File: config.mk
export PLATFORM = sky130hd
export DESIGN_NAME = masked_byte_signature_scanner
export DESIGN_NICKNAME = d
export VERILOG_FILES = /design/src/design/mbss_pkg.sv /design/src/design/mbss_front.sv /design/src/design/mbss_queue.sv /design/src/design/mbss_back.sv /design/src/design/masked_byte_signature_scanner.sv
export SDC_FILE = /design/constraint.sdc
export NUM_CORES = 1
export LEC_CHECK = 0
export BUFFER_PORTS_ARGS = -buffer_cell sky130_fd_sc_hd__buf_2
export CAP_MARGIN = 15
export CORE_ASPECT_RATIO = 1.1
export CORE_MARGIN = 2
export CORE_UTILIZATION = 45
export CTS_CLUSTER_DIAMETER = 100
export DETAILED_ROUTE_END_ITERATION = 6
export PLACE_DENSITY = 0.68
export SYNTH_ARGS = -nofsm -noshare
export SYNTH_HDL_FRONTEND = slang
export SYNTH_SLANG_ARGS = --single-unit
File: constraint.sdc
create_clock -name clk -period 11.2 [get_ports clk]
set_input_delay 0.56 -clock clk [delete_from_list [all_inputs] [get_ports clk]]
set_output_delay 0.56 -clock clk [all_outputs]
set_load 0.05 [all_outputs]
File: src/design/mbss_pkg.sv
// ----------------------------------------------------------------------------
// mbss_pkg: shared types and constants of the masked byte signature scanner
// Signature geometry, status and register codes, queue sizing, and the
// structs that pass between the front end, the queue and the back end.
// ----------------------------------------------------------------------------
`default_nettype none

package mbss_pkg;

	localparam int MAX_PATTERN_BYTES = 16;
	localparam int LEN_W             = 5;
	localparam int MASK_W            = 16;
	localparam int PAT_W             = 128;
	localparam int WIN_IDX_W         = $clog2(MAX_PATTERN_BYTES);
	localparam int CNT_W             = 32;
	localparam logic [CNT_W-1:0] SAT_MAX = '1;

	localparam int STATUS_W = 2;
	localparam logic [STATUS_W-1:0] ST_NOT_FOUND = 2'd0;
	localparam logic [STATUS_W-1:0] ST_FOUND     = 2'd1;
	localparam logic [STATUS_W-1:0] ST_AMBIGUOUS = 2'd2;

	localparam int CFG_IDX_W = 2;
	localparam logic [CFG_IDX_W-1:0] CFG_PATTERN_LOW    = 2'd0;
	localparam logic [CFG_IDX_W-1:0] CFG_PATTERN_HIGH   = 2'd1;
	localparam logic [CFG_IDX_W-1:0] CFG_PATTERN_MASK   = 2'd2;
	localparam logic [CFG_IDX_W-1:0] CFG_PATTERN_LENGTH = 2'd3;
	localparam int CFG_DATA_W = 64;

	// queue depth must be a power of two: pointers wrap on their own
	localparam int Q_DEPTH = 4;
	localparam int Q_PTR_W = $clog2(Q_DEPTH);
	localparam int Q_CNT_W = $clog2(Q_DEPTH + 1);

	localparam int OUT_DATA_W = 72;

	typedef struct packed {
		logic [PAT_W-1:0]  pattern;
		logic [MASK_W-1:0] mask;
		logic [LEN_W-1:0]  length;
	} mbss_cfg_t;

	// one classified haystack byte
	typedef struct packed {
		logic             hit;
		logic             last;
		logic [CNT_W-1:0] offset;
	} mbss_entry_t;

endpackage

`default_nettype wire

File: src/design/mbss_front.sv
// ----------------------------------------------------------------------------
// mbss_front: byte window and masked compare
// Shifts each accepted byte into the window, tests the signature ending at
// the newest byte and hands a hit flag, start offset and last mark onward.
// ----------------------------------------------------------------------------
`default_nettype none

module mbss_front
	import mbss_pkg::*;
(
	input  wire logic        clk,
	input  wire logic        arst_n,
	input  wire mbss_cfg_t   cfg,
	input  wire logic        in_valid,
	output      logic        in_ready,
	input  wire logic [7:0]  data_byte,
	input  wire logic        is_last,
	output      logic        push,
	output      mbss_entry_t push_entry,
	input  wire logic        q_full
);

	logic [7:0]       window_q [MAX_PATTERN_BYTES];
	logic [CNT_W-1:0] seen_q;

	logic [7:0]       win_new [MAX_PATTERN_BYTES];
	logic [CNT_W-1:0] seen_inc;
	logic [CNT_W-1:0] len_ext;
	logic             len_ok;
	logic             fits;
	logic             match;

	assign in_ready = !q_full;
	assign push     = in_valid && in_ready;

	always_comb begin
		logic [WIN_IDX_W-1:0] idx;
		logic [LEN_W-1:0]     pos;
		win_new[0] = data_byte;
		for (int i = 1; i < MAX_PATTERN_BYTES; i++) begin
			win_new[i] = window_q[i-1];
		end
		seen_inc = (seen_q == SAT_MAX) ? seen_q : seen_q + CNT_W'(1);
		len_ext  = {{(CNT_W-LEN_W){1'b0}}, cfg.length};
		len_ok   = (cfg.length != '0) && (cfg.length <= LEN_W'(MAX_PATTERN_BYTES));
		fits     = seen_inc >= len_ext;
		match    = 1'b1;
		// signature byte k lines up with window slot length-1-k
		for (int k = 0; k < MAX_PATTERN_BYTES; k++) begin
			pos = cfg.length - LEN_W'(1) - LEN_W'(k);
			idx = pos[WIN_IDX_W-1:0];
			if ((LEN_W'(k) < cfg.length) && cfg.mask[k]) begin
				if (win_new[idx] != cfg.pattern[8*k +: 8]) begin
					match = 1'b0;
				end
			end
		end
		push_entry.hit    = len_ok && fits && match;
		push_entry.last   = is_last;
		push_entry.offset = seen_inc - len_ext;
	end

	always_ff @(posedge clk or negedge arst_n) begin
		if (!arst_n) begin
			seen_q <= '0;
			for (int i = 0; i < MAX_PATTERN_BYTES; i++) begin
				window_q[i] <= '0;
			end
		end else if (push) begin
			if (is_last) begin
				// drop the stream state for the next haystack
				seen_q <= '0;
				for (int i = 0; i < MAX_PATTERN_BYTES; i++) begin
					window_q[i] <= '0;
				end
			end else begin
				seen_q <= seen_inc;
				for (int i = 0; i < MAX_PATTERN_BYTES; i++) begin
					window_q[i] <= win_new[i];
				end
			end
		end
	end

endmodule

`default_nettype wire

File: src/design/mbss_queue.sv
// ----------------------------------------------------------------------------
// mbss_queue: short queue between front and back end
// Holds classified bytes so that either side can stall on its own.
// ----------------------------------------------------------------------------
`default_nettype none

module mbss_queue
	import mbss_pkg::*;
(
	input  wire logic        clk,
	input  wire logic        arst_n,
	input  wire logic        push,
	input  wire mbss_entry_t push_entry,
	output      logic        full,
	input  wire logic        pop,
	output      logic        not_empty,
	output      mbss_entry_t head
);

	mbss_entry_t          store_q [Q_DEPTH];
	logic [Q_PTR_W-1:0]   wr_ptr_q;
	logic [Q_PTR_W-1:0]   rd_ptr_q;
	logic [Q_CNT_W-1:0]   count_q;

	assign full      = (count_q == Q_CNT_W'(Q_DEPTH));
	assign not_empty = (count_q != '0);
	assign head      = store_q[rd_ptr_q];

	always_ff @(posedge clk) begin
		if (push) begin
			store_q[wr_ptr_q] <= push_entry;
		end
	end

	always_ff @(posedge clk or negedge arst_n) begin
		if (!arst_n) begin
			wr_ptr_q <= '0;
			rd_ptr_q <= '0;
			count_q  <= '0;
		end else begin
			if (push) begin
				wr_ptr_q <= wr_ptr_q + Q_PTR_W'(1);
			end
			if (pop) begin
				rd_ptr_q <= rd_ptr_q + Q_PTR_W'(1);
			end
			case ({push, pop})
				2'b10:   count_q <= count_q + Q_CNT_W'(1);
				2'b01:   count_q <= count_q - Q_CNT_W'(1);
				default: count_q <= count_q;
			endcase
		end
	end

	a_no_push_full: assert property (@(posedge clk) disable iff (!arst_n)
		full |-> !push)
		else $error("queue written while full");
	a_no_pop_empty: assert property (@(posedge clk) disable iff (!arst_n)
		!not_empty |-> !pop)
		else $error("queue read while empty");
	a_count_bound: assert property (@(posedge clk) disable iff (!arst_n)
		count_q <= Q_CNT_W'(Q_DEPTH))
		else $error("queue count beyond depth");

endmodule

`default_nettype wire

File: src/design/mbss_back.sv
// ----------------------------------------------------------------------------
// mbss_back: match accounting and result register
// Counts hits with saturation, keeps the first hit offset and loads one
// result into the output register on each last-marked byte.
// ----------------------------------------------------------------------------
`default_nettype none

module mbss_back
	import mbss_pkg::*;
(
	input  wire logic                  clk,
	input  wire logic                  arst_n,
	input  wire logic                  not_empty,
	input  wire mbss_entry_t           head,
	output      logic                  pop,
	output      logic                  out_valid,
	input  wire logic                  out_ready,
	output      logic [STATUS_W-1:0]   status,
	output      logic [CNT_W-1:0]      hit_total,
	output      logic [CNT_W-1:0]      first_offset
);

	logic [CNT_W-1:0]    hit_count_q;
	logic [CNT_W-1:0]    first_q;
	logic                out_valid_q;
	logic [STATUS_W-1:0] status_q;
	logic [CNT_W-1:0]    count_out_q;
	logic [CNT_W-1:0]    offset_out_q;

	logic                can_load;
	logic [CNT_W-1:0]    cnt_next;
	logic [CNT_W-1:0]    first_next;
	logic [STATUS_W-1:0] status_next;

	assign can_load = !out_valid_q || out_ready;
	// a last-marked byte waits until the output register is free
	assign pop      = not_empty && (!head.last || can_load);

	always_comb begin
		cnt_next   = hit_count_q;
		first_next = first_q;
		if (head.hit) begin
			if (hit_count_q == '0) begin
				first_next = head.offset;
			end
			if (hit_count_q != SAT_MAX) begin
				cnt_next = hit_count_q + CNT_W'(1);
			end
		end
		if (cnt_next == '0) begin
			status_next = ST_NOT_FOUND;
		end else if (cnt_next == CNT_W'(1)) begin
			status_next = ST_FOUND;
		end else begin
			status_next = ST_AMBIGUOUS;
		end
	end

	always_ff @(posedge clk or negedge arst_n) begin
		if (!arst_n) begin
			hit_count_q <= '0;
			first_q     <= '0;
			out_valid_q <= 1'b0;
		end else begin
			if (pop) begin
				if (head.last) begin
					hit_count_q <= '0;
					first_q     <= '0;
				end else begin
					hit_count_q <= cnt_next;
					first_q     <= first_next;
				end
			end
			if (can_load) begin
				out_valid_q <= pop && head.last;
			end
		end
	end

	always_ff @(posedge clk) begin
		if (pop && head.last) begin
			status_q     <= status_next;
			count_out_q  <= cnt_next;
			offset_out_q <= (status_next == ST_FOUND) ? first_next : '0;
		end
	end

	assign out_valid    = out_valid_q;
	assign status       = status_q;
	assign hit_total    = count_out_q;
	assign first_offset = offset_out_q;

	a_found_one: assert property (@(posedge clk) disable iff (!arst_n)
		out_valid_q && (status_q == ST_FOUND) |-> count_out_q == CNT_W'(1))
		else $error("found status without a single match");
	a_offset_zero: assert property (@(posedge clk) disable iff (!arst_n)
		out_valid_q && (status_q != ST_FOUND) |-> offset_out_q == '0)
		else $error("offset set without a single match");
	a_none_zero: assert property (@(posedge clk) disable iff (!arst_n)
		out_valid_q && (status_q == ST_NOT_FOUND) |-> count_out_q == '0)
		else $error("not found status with matches counted");
	a_clear_after_last: assert property (@(posedge clk) disable iff (!arst_n)
		pop && head.last |=> hit_count_q == '0 && first_q == '0)
		else $error("count not cleared after haystack end");

endmodule

`default_nettype wire

File: src/design/masked_byte_signature_scanner.sv
// ----------------------------------------------------------------------------
// masked_byte_signature_scanner: wildcard byte signature search over a stream
// Configuration registers, front end compare, queue and back end result.
// ----------------------------------------------------------------------------
//
//  channel  | direction | payload
//  ---------+-----------+-----------------------------------------------------
//  s_axis   | in        | tdata[7:0] data byte, tlast end of haystack
//  m_axis   | out       | tdata status, hit total, first offset
//  cfg      | in        | cfg_index register, cfg_data value
//
//  One byte per cycle while the queue is not full; shift and masked compare
//  finish in the accept cycle, the entry is written to the queue, and the
//  output register loads when the back end pops the last-marked entry.
//  Reset clears configuration, window, byte count and hit count.
//  A stalled m_axis holds the result; the queue of four bytes keeps s_axis
//  open until it fills behind a waiting last byte.
// ----------------------------------------------------------------------------
`default_nettype none

module masked_byte_signature_scanner
	import mbss_pkg::*;
(
	input  wire logic                   clk,
	input  wire logic                   arst_n,
	input  wire logic                   s_axis_tvalid,
	output      logic                   s_axis_tready,
	input  wire logic [7:0]             s_axis_tdata,  // [7:0] data_byte
	input  wire logic                   s_axis_tlast,
	output      logic                   m_axis_tvalid,
	input  wire logic                   m_axis_tready,
	output      logic [OUT_DATA_W-1:0]  m_axis_tdata,  // [1:0] status,
	                                                    // [33:2] hit total,
	                                                    // [65:34] first_offset
	input  wire logic                   cfg_valid,
	output      logic                   cfg_ready,
	input  wire logic [CFG_IDX_W-1:0]   cfg_index,
	input  wire logic [CFG_DATA_W-1:0]  cfg_data
);

	logic [CFG_DATA_W-1:0] pat_low_q;
	logic [CFG_DATA_W-1:0] pat_high_q;
	logic [MASK_W-1:0]     mask_q;
	logic [LEN_W-1:0]      length_q;

	mbss_cfg_t             cfg;
	logic                  push;
	mbss_entry_t           push_entry;
	logic                  q_full;
	logic                  pop;
	logic                  q_not_empty;
	mbss_entry_t           head;
	logic [STATUS_W-1:0]   status;
	logic [CNT_W-1:0]      hit_total;
	logic [CNT_W-1:0]      first_offset;

	assign cfg_ready = 1'b1;

	always_ff @(posedge clk or negedge arst_n) begin
		if (!arst_n) begin
			pat_low_q  <= '0;
			pat_high_q <= '0;
			mask_q     <= '0;
			length_q   <= '0;
		end else if (cfg_valid && cfg_ready) begin
			case (cfg_index)
				CFG_PATTERN_LOW:    pat_low_q  <= cfg_data;
				CFG_PATTERN_HIGH:   pat_high_q <= cfg_data;
				CFG_PATTERN_MASK:   mask_q     <= cfg_data[MASK_W-1:0];
				CFG_PATTERN_LENGTH: length_q   <= cfg_data[LEN_W-1:0];
				default: ;
			endcase
		end
	end

	assign cfg.pattern = {pat_high_q, pat_low_q};
	assign cfg.mask    = mask_q;
	assign cfg.length  = length_q;

	mbss_front u_front (
		.clk        (clk),
		.arst_n     (arst_n),
		.cfg        (cfg),
		.in_valid   (s_axis_tvalid),
		.in_ready   (s_axis_tready),
		.data_byte  (s_axis_tdata),
		.is_last    (s_axis_tlast),
		.push       (push),
		.push_entry (push_entry),
		.q_full     (q_full)
	);

	mbss_queue u_queue (
		.clk        (clk),
		.arst_n     (arst_n),
		.push       (push),
		.push_entry (push_entry),
		.full       (q_full),
		.pop        (pop),
		.not_empty  (q_not_empty),
		.head       (head)
	);

	mbss_back u_back (
		.clk          (clk),
		.arst_n       (arst_n),
		.not_empty    (q_not_empty),
		.head         (head),
		.pop          (pop),
		.out_valid    (m_axis_tvalid),
		.out_ready    (m_axis_tready),
		.status       (status),
		.hit_total    (hit_total),
		.first_offset (first_offset)
	);

	assign m_axis_tdata = {{(OUT_DATA_W-STATUS_W-2*CNT_W){1'b0}},
		first_offset, hit_total, status};

endmodule

`default_nettype wire

==> results of run 1 <==
registers in the layout, summed over array words and instances (netlist names):
register	flops
u_front.seen_q	32
u_queue.rd_ptr_q	2
u_queue.wr_ptr_q	2
u_back.hit_total	32
u_back.first_q	32
u_back.first_offset	32
u_queue.store_q	136
mask_q	16
pat_low_q	64
u_back.hit_count_q	32
u_back.out_valid	1
u_back.status	2
u_queue.count_q	3
length_q	5
u_front.win_new	120
pat_high_q	64
cells in the mapped netlist, drive strengths merged (8+ instances only):
master   number
clkbuf      137
nor3         60
o31ai        23
nor2         85
a211oi        8
a22o         13
a2111oi      34
nor2b        12
dfrtp       373
or3          25
nand2       494
nand4        46
o22ai        61
a21o          9
o211ai        9
nand3       172
o21ai       128
inv          36
mux2        243
edfxtp      202
xnor2       118
a22oi        34
a21oi        44
mux2i       245
buf          86
nor4         22
or2          18
and3         25
xor2         88
a221o        15
ha           21
mux4         52
o221ai       12
o22a          8
a31oi        13
and2         12
nand2b       13
stage by stage:
stage | setup slack, ns | total power, mW | hold WS, ns | util (%) | instance area (um2)
5_1_grt | 4.30 | 9.70 | 0.140 | 50.5 | 36400
4_1_cts | 4.54 | 9.21 | 0.112 | 50.4 | 36300
3_3_place_gp | 4.61 | 6.95 | 0.461 | 47.4 | 34100
6_report | 4.67 | 9.20 | 0.136 | 50.5 | 36400
2_1_floorplan | 6.08 | 6.02 | 0.264 | - | 32900
3_5_place_dp | 4.55 | 7.02 | 0.469 | 47.4 | 34100
critical path, cell delays in order, from the launching register on:
cell and delay [ns]:
dfrtp_4 1.04, inv_1 0.34, ha_1 0.38, xnor2_4 0.74
inv_4 0.31, ha_1 0.30, o21a_1 0.10, o21ai_0 0.46
nand3_1 0.62, a21oi_1 0.36, or3_1 0.14, nand4_1 0.10
nor4_1 0.26, o21ai_0 0.18, nor4_1 0.57, and4_1 0.41
cell families after synthesis:
family | after synthesis | share of synthesized area [%]
AOI/OAI and AO/OA | 440 | 9.22
xor gates and xnor gates | 206 | 5.72
adders and majority gates | 23 | 0.922
buffers and inverters | 259 | 3.37
DFF | 575 | 46.9
muxes | 540 | 19.4
other | 2 | 0.0229
and+or+nand+nor | 1012 | 14.5
timing repair:
item                                   CTS  global route
buffers inserted                         0             0
hold buffers                             1             0
endpoints found under the hold margin   84             0
layout make-up:
| cell class | instances | area, um2 |
|---|---|---|
| Fill cell | 6411 | 35700 |
| Clock inverter | 32 | 520 |
| Multi-Input combinational cell | 2228 | 16400 |
| Sequential cell | 575 | 15400 |
| Timing Repair Buffer | 185 | 1060 |
| Clock buffer | 79 | 1650 |
| Tap cell | 945 | 1180 |
| Inverter | 36 | 141 |
layout by cell type (no fill, tap or decap), types with 43 or more instances in the layout:
cell type	n
mux2_2	243
o22ai_1	61
clkbuf_16	59
edfxtp_1	202
xor2_1	85
buf_2	146
nor3_1	57
mux2i_1	245
a21oi_1	43
dfrtp_1	371
o21ai_0	124
xnor2_1	112
nand4_1	44
nor2_1	83
mux4_2	52
nand2_1	492
nand3_1	170
how the worst max path moves through the flow:
stage                                        from                                to  slack, ns  cells past startpoint
after detailed placement  length_q[0]$_DFFE_PN0P_  u_queue.store_q[1][33]$_DFFE_PP_       4.55                     15
after floorplan           length_q[1]$_DFFE_PN0P_  u_queue.store_q[0][33]$_DFFE_PP_       6.08                     19
after global routing      length_q[0]$_DFFE_PN0P_  u_queue.store_q[0][33]$_DFFE_PP_       4.30                     15
final                     length_q[0]$_DFFE_PN0P_  u_queue.store_q[0][33]$_DFFE_PP_       4.67                     15
after global placement    length_q[0]$_DFFE_PN0P_  u_queue.store_q[1][33]$_DFFE_PP_       4.61                     15
after CTS                 length_q[0]$_DFFE_PN0P_  u_queue.store_q[0][33]$_DFFE_PP_       4.54                     15
layer usage:
layer,up-vias,track usage [%]
met5,-,0
met2,765,39.4
li1,11200,-
met4,2,9.02
met1,12100,30.9
met3,197,3.91
power by group:
part | switching (mW) | total, mW | internal [mW]
clock | 0.879 | 2.18 | 1.30
combinational | 2.62 | 4.06 | 1.44
sequential | 0.241 | 2.97 | 2.73
total | 3.74 | 9.20 | 5.47
==> out/summary.txt, run 1 <==
Num CTS Buffers -> 59
Row count -> 103
Via count -> 24300
Hold path cells -> 3
Biggest area consumer among synthesized cells -> dfrtp_1
Starting Density -> 45.6%
F_max -> 153 MHz
PwrDens -> 253 nW/um2
Root Driver -> clkbuf_16
Clock Skew -> 0.0162 ns
Final hold viol count -> 0
Top_reg_cell synth -> dfrtp_1
Critical path type -> flop to flop
Fin. max-slew vios -> 0
RR Endpoint -> u_queue.store_q[0][33]$_DFFE_PP_
Synthesized area -> 32800 um2
R2R Path Start -> length_q[0]$_DFFE_PN0P_
Non-filler instance count after layout -> 4080
Hold_sp -> cfg_data[27]
Post_cts resized -> 0
Die width -> 262 um
Async S/R FF share, synth -> 64.9%
Die area -> 75200 um2
Worst EP arrival -> 7.00 ns
Longest Clk Path Bufs -> 3
Ratio of cells with drive above 1 in the final layout -> 20.5%
Clock transition at the registers of the reported paths -> 0.06 ns
Leakage power total -> 15.3 nW
Pre-Repair DR Iteration Count -> 7
Total of warnings raised by yosys -> 0
Vias in the first global route -> 23700
Antenna-violating nets left -> 0
Register-to-Register Path Depth -> 15
CP endpoint kind -> flop
Failing checks -> design-rule violations
Total negative slack -> 0 ns
Remaining Overflow, GRT -> 0
Clk Latency, worst-skew pair -> 0.65 ns
Dpl hpwl -> 63500 um
Post-synthesis sequential area ratio -> 46.9%
First DRT Iteration DRCs -> 2286
Initial antenna violation count -> 7
Die Span Y -> 287 um
Placed Cells incl. Taps -> 3965
Largest net degree at the start of global routing -> 160
# DRC -> 9
Met2 WL -> 43300 um
Gr usage total -> 23.7%
Flop-to-flop setup slack -> 4.67 ns
Syn_area_per_cell -> 10.7 um2
Yosys cell types -> 94
Metal3 WL -> 5290 um
Final net count -> 3188
Final setup viols -> 0
Worst Tran Pin Value -> 1.24 ns
Critical Path Fanout Max -> 64
Placer Congestion -> 0.978
Post-synth EDFFs -> 202
Yosys top cell area share -> 28.4%
Max-cap viol count -> 0
Tcrit/Tclk final -> 58.3%
Max_slew headroom -> 17.5%
IO Pins -> 155
Unrepaired setup endpoints after global routing -> no
WP data required -> 11.67 ns
Clock sinks -> 575
WL met1 -> 37700 um
# diodes -> 0
Final WL -> 89800 um
Highest metal used -> met5
Post-Syn Instances -> 3057
Top cells by area, synth -> dfrtp_1 28%, edfxtp_1 18%, mux2_2 8.3%
Seq cells post-synth -> 575
Core area -> 72000 um2
Worst IR Drop VDD -> 216 uV
Avg Vias per Cell -> 5.96
HP Class -> primary input to flop
# H-tree levels -> 2
First-pass GRT wire length -> 140000 um
Hold Path Sink -> pat_low_q[27]$_DFFE_PN0P_
P&R area growth vs syn -> 10.7%
Final Critical Period -> 6.53 ns
CTS tree -> done
Critical Path Start Type -> flop
Port buffer count -> 147
Routed len/inst -> 22.0 um
Status -> finished, violations left
(Power assumes the default switching activity.)
==> run 2, diff against run 1 <==
- clock period: 11.2 -> 6.34 ns (I/O delays scaled with it)
==> out/summary.txt, run 2 (same netlist as run 1, synthesis figures left out) <==
Status -> finished, final reports clean
Final Critical Period -> 5.85 ns (-0.677 ns)
R2R Path Start -> u_front.seen_q[26]$_DFFE_PN0P_
Tcrit/Tclk final -> 92.3% (+34 points)
First-pass GRT wire length -> 138000 um (-0.92%)
Flop-to-flop setup slack -> 0.49 ns (-4.18 ns)
Flip-flop count of the largest register after layout -> 136 (unchanged)
Fill cells -> 6361 (-0.78%)
Avg Vias per Cell -> 5.93 (-0.50%)
Register-to-Register Path Depth -> 18 (+3)
Max-cap viol count -> 0 (unchanged)
Initial antenna violation count -> 1 (-6)
Worst IR Drop VDD -> 382 uV (+77%)
Clock transition at the registers of the reported paths -> 0.07 ns (about the same)
Starting Density -> 45.6% (unchanged)
Die Span Y -> 287 um (unchanged)
Longest Clk Path Bufs -> 3 (unchanged)
Top reg by flops -> u_queue.store_q
Root Driver -> clkbuf_16
Largest net degree at the start of global routing -> 151 (-5.6%)
RR Endpoint -> u_queue.store_q[3][33]$_DFFE_PP_
Clock Skew -> 0.0318 ns (+0.0155 ns)
Remaining Overflow, GRT -> 0 (unchanged)
Most frequent cells in the layout -> 492 x nand2_1, 371 x dfrtp_1, 245 x mux2i_1
Final net count -> 3267 (+2.5%)
Hold path cells -> 2 (-1)
Row count -> 103 (unchanged)
Commonest non-fill, non-tap cell in the layout -> nand2_1
Placer Congestion -> 0.934 (-4.4%)
Critical path type -> flop to flop
Core area -> 72000 um2 (unchanged)
Critical Path Start Type -> flop
Post-CTS Setup Bufs -> 0 (unchanged)
Final setup viols -> 0 (unchanged)
PwrDens -> 434 nW/um2 (+71%)
HP Class -> primary input to flop
Die width -> 262 um (unchanged)
Post-Layout Inst Area -> 37000 um2 (+1.8%)
Ratio of cells with drive above 1 in the final layout -> 20.0% (-0.57 points)
Hold_sp -> cfg_data[1]
Pre-Repair DR Iteration Count -> 6 (-1)
Gr usage total -> 23.7% (about the same)
Worst EP arrival -> 6.24 ns (-0.76 ns)
Total negative slack -> 0 ns (unchanged)
Vias in the first global route -> 23500 (-0.82%)
Max_slew headroom -> 23.2% (+5.7 points)
Final WL -> 89700 um (-0.11%)
Worst Tran Pin Value -> 1.15 ns (-0.0894 ns)
P&R area growth vs syn -> 12.7%
Post_cts resized -> 0 (unchanged)
Routed len/inst -> 21.6 um (-2.1%)
Hold Path Sink -> mask_q[1]$_DFFE_PN0P_
CTS tree -> done
Final hold viol count -> 0 (unchanged)
First DRT Iteration DRCs -> 2476 (+8.3%)
# H-tree levels -> 2 (unchanged)
Dpl hpwl -> 62900 um (-0.89%)
Unrepaired setup endpoints after global routing -> no
Clk Latency, worst-skew pair -> 0.67 ns (+0.02 ns)
IO Pins -> 155 (unchanged)
F_max -> 171 MHz (+12%)
Post-DP Area -> 34200 um2 (+0.27%)
Antenna-violating nets left -> 0 (unchanged)
Port buffer count -> 147 (unchanged)
WP data required -> 6.73 ns (-4.94 ns)
Die area -> 75200 um2 (unchanged)
Leakage power total -> 15.5 nW (+1.8%)
Critical Path Fanout Max -> 11 (-83%)
Via count -> 24700 (+1.5%)
Clock sinks -> 575 (unchanged)
Num CTS Buffers -> 61 (+3.4%)
CP endpoint kind -> flop
# DRC -> 0 (-9)
Fin. max-slew vios -> 0 (unchanged)
run 2: cell count changes in the layout (fill, tap and decap cells not counted), sizes merged, moves of 6 or more:
cell / delta
clkinv: +6
dlygate4sd3: +70
clkbuf: +7
buf: +7
bufinv: -6
run 2: cell type report:
class / count / area [um2] / area share, %
clock buffer: 86 / 1700 / 4.60
inverter: 36 / 141 / 0.382
clock inverter: 28 / 345 / 0.933
antenna: 1 / 2.50 / 0.00676
timing repair buffer: 262 / 1820 / 4.93
tap: 945 / 1180 / 3.20
sequential: 575 / 15400 / 41.6
multi-input combinational: 2228 / 16400 / 44.3
run 2: worst max-delay path, cell delays in order (launching register included):
cell       delay (ns)
dfrtp_1          0.58
nand4_4          0.17
or4_1            0.72
nor2_1           0.32
nand2_1          0.25
xnor2_1          0.24
ha_1             0.19
inv_1            0.06
fa_1             0.40
a21o_1           0.18
a21o_1           0.19
a21oi_1          0.33
o2111ai_1        0.20
and4b_1          0.37
o21ai_1          0.17
or3_4            0.39
nor3b_4          0.34
nand4_1          0.22
and4_1           0.28
run 2: metal layers:
| layer | part of all wire, % | global-route usage (%) | vias to the layer above | routed length (um) |
|---|---|---|---|---|
| met1 | 42 | 31.6 | 12300 | 37400 |
| met5 | 0 | 0 | - | 0 |
| met2 | 48 | 38.8 | 879 | 43400 |
| met4 | 3.6 | 8.27 | 0 | 3250 |
| li1 | - | - | 11400 | - |
| met3 | 6.3 | 4.07 | 154 | 5680 |
run 2: per-stage QoR:
stage	cells	total power [mW]	util, %	setup slack (ns)	hold WS [ns]
2_1_floorplan	3062	10.6	-	1.22	0.0214
3_3_place_gp	3974	12.3	47.5	0.581	0.342
3_5_place_dp	3974	12.4	47.5	0.539	0.339
4_1_cts	4159	16.1	51.3	0.507	0.00374
5_1_grt	4160	16.9	51.4	0.0951	0.00656
6_report	4161	16.1	51.4	0.485	0.0317
run 2: where the power goes:
group	leakage [nW]	internal, mW	switching (mW)
Sequential	6.62	4.82	0.388
Clock	0.993	2.08	1.55
Combinational	7.93	2.58	4.63
run 2: worst max path at each step:
stage / start / end / cells past startpoint
after detailed placement: u_front.seen_q[26]$_DFFE_PN0P_ / u_queue.store_q[2][33]$_DFFE_PP_ / 18
after global placement: u_front.seen_q[26]$_DFFE_PN0P_ / u_queue.store_q[0][33]$_DFFE_PP_ / 18
after CTS: u_front.seen_q[26]$_DFFE_PN0P_ / u_queue.store_q[1][33]$_DFFE_PP_ / 18
after floorplan: length_q[1]$_DFFE_PN0P_ / u_queue.store_q[0][33]$_DFFE_PP_ / 19
after global routing: u_front.seen_q[26]$_DFFE_PN0P_ / u_queue.store_q[3][33]$_DFFE_PP_ / 18
final: u_front.seen_q[26]$_DFFE_PN0P_ / u_queue.store_q[3][33]$_DFFE_PP_ / 18
run 2: what timing repair did:
action | CTS | global route
endpoints found under the hold margin | 221 | 0
endpoints found under the setup margin | 0 | 0
hold buffers | 71 | 0
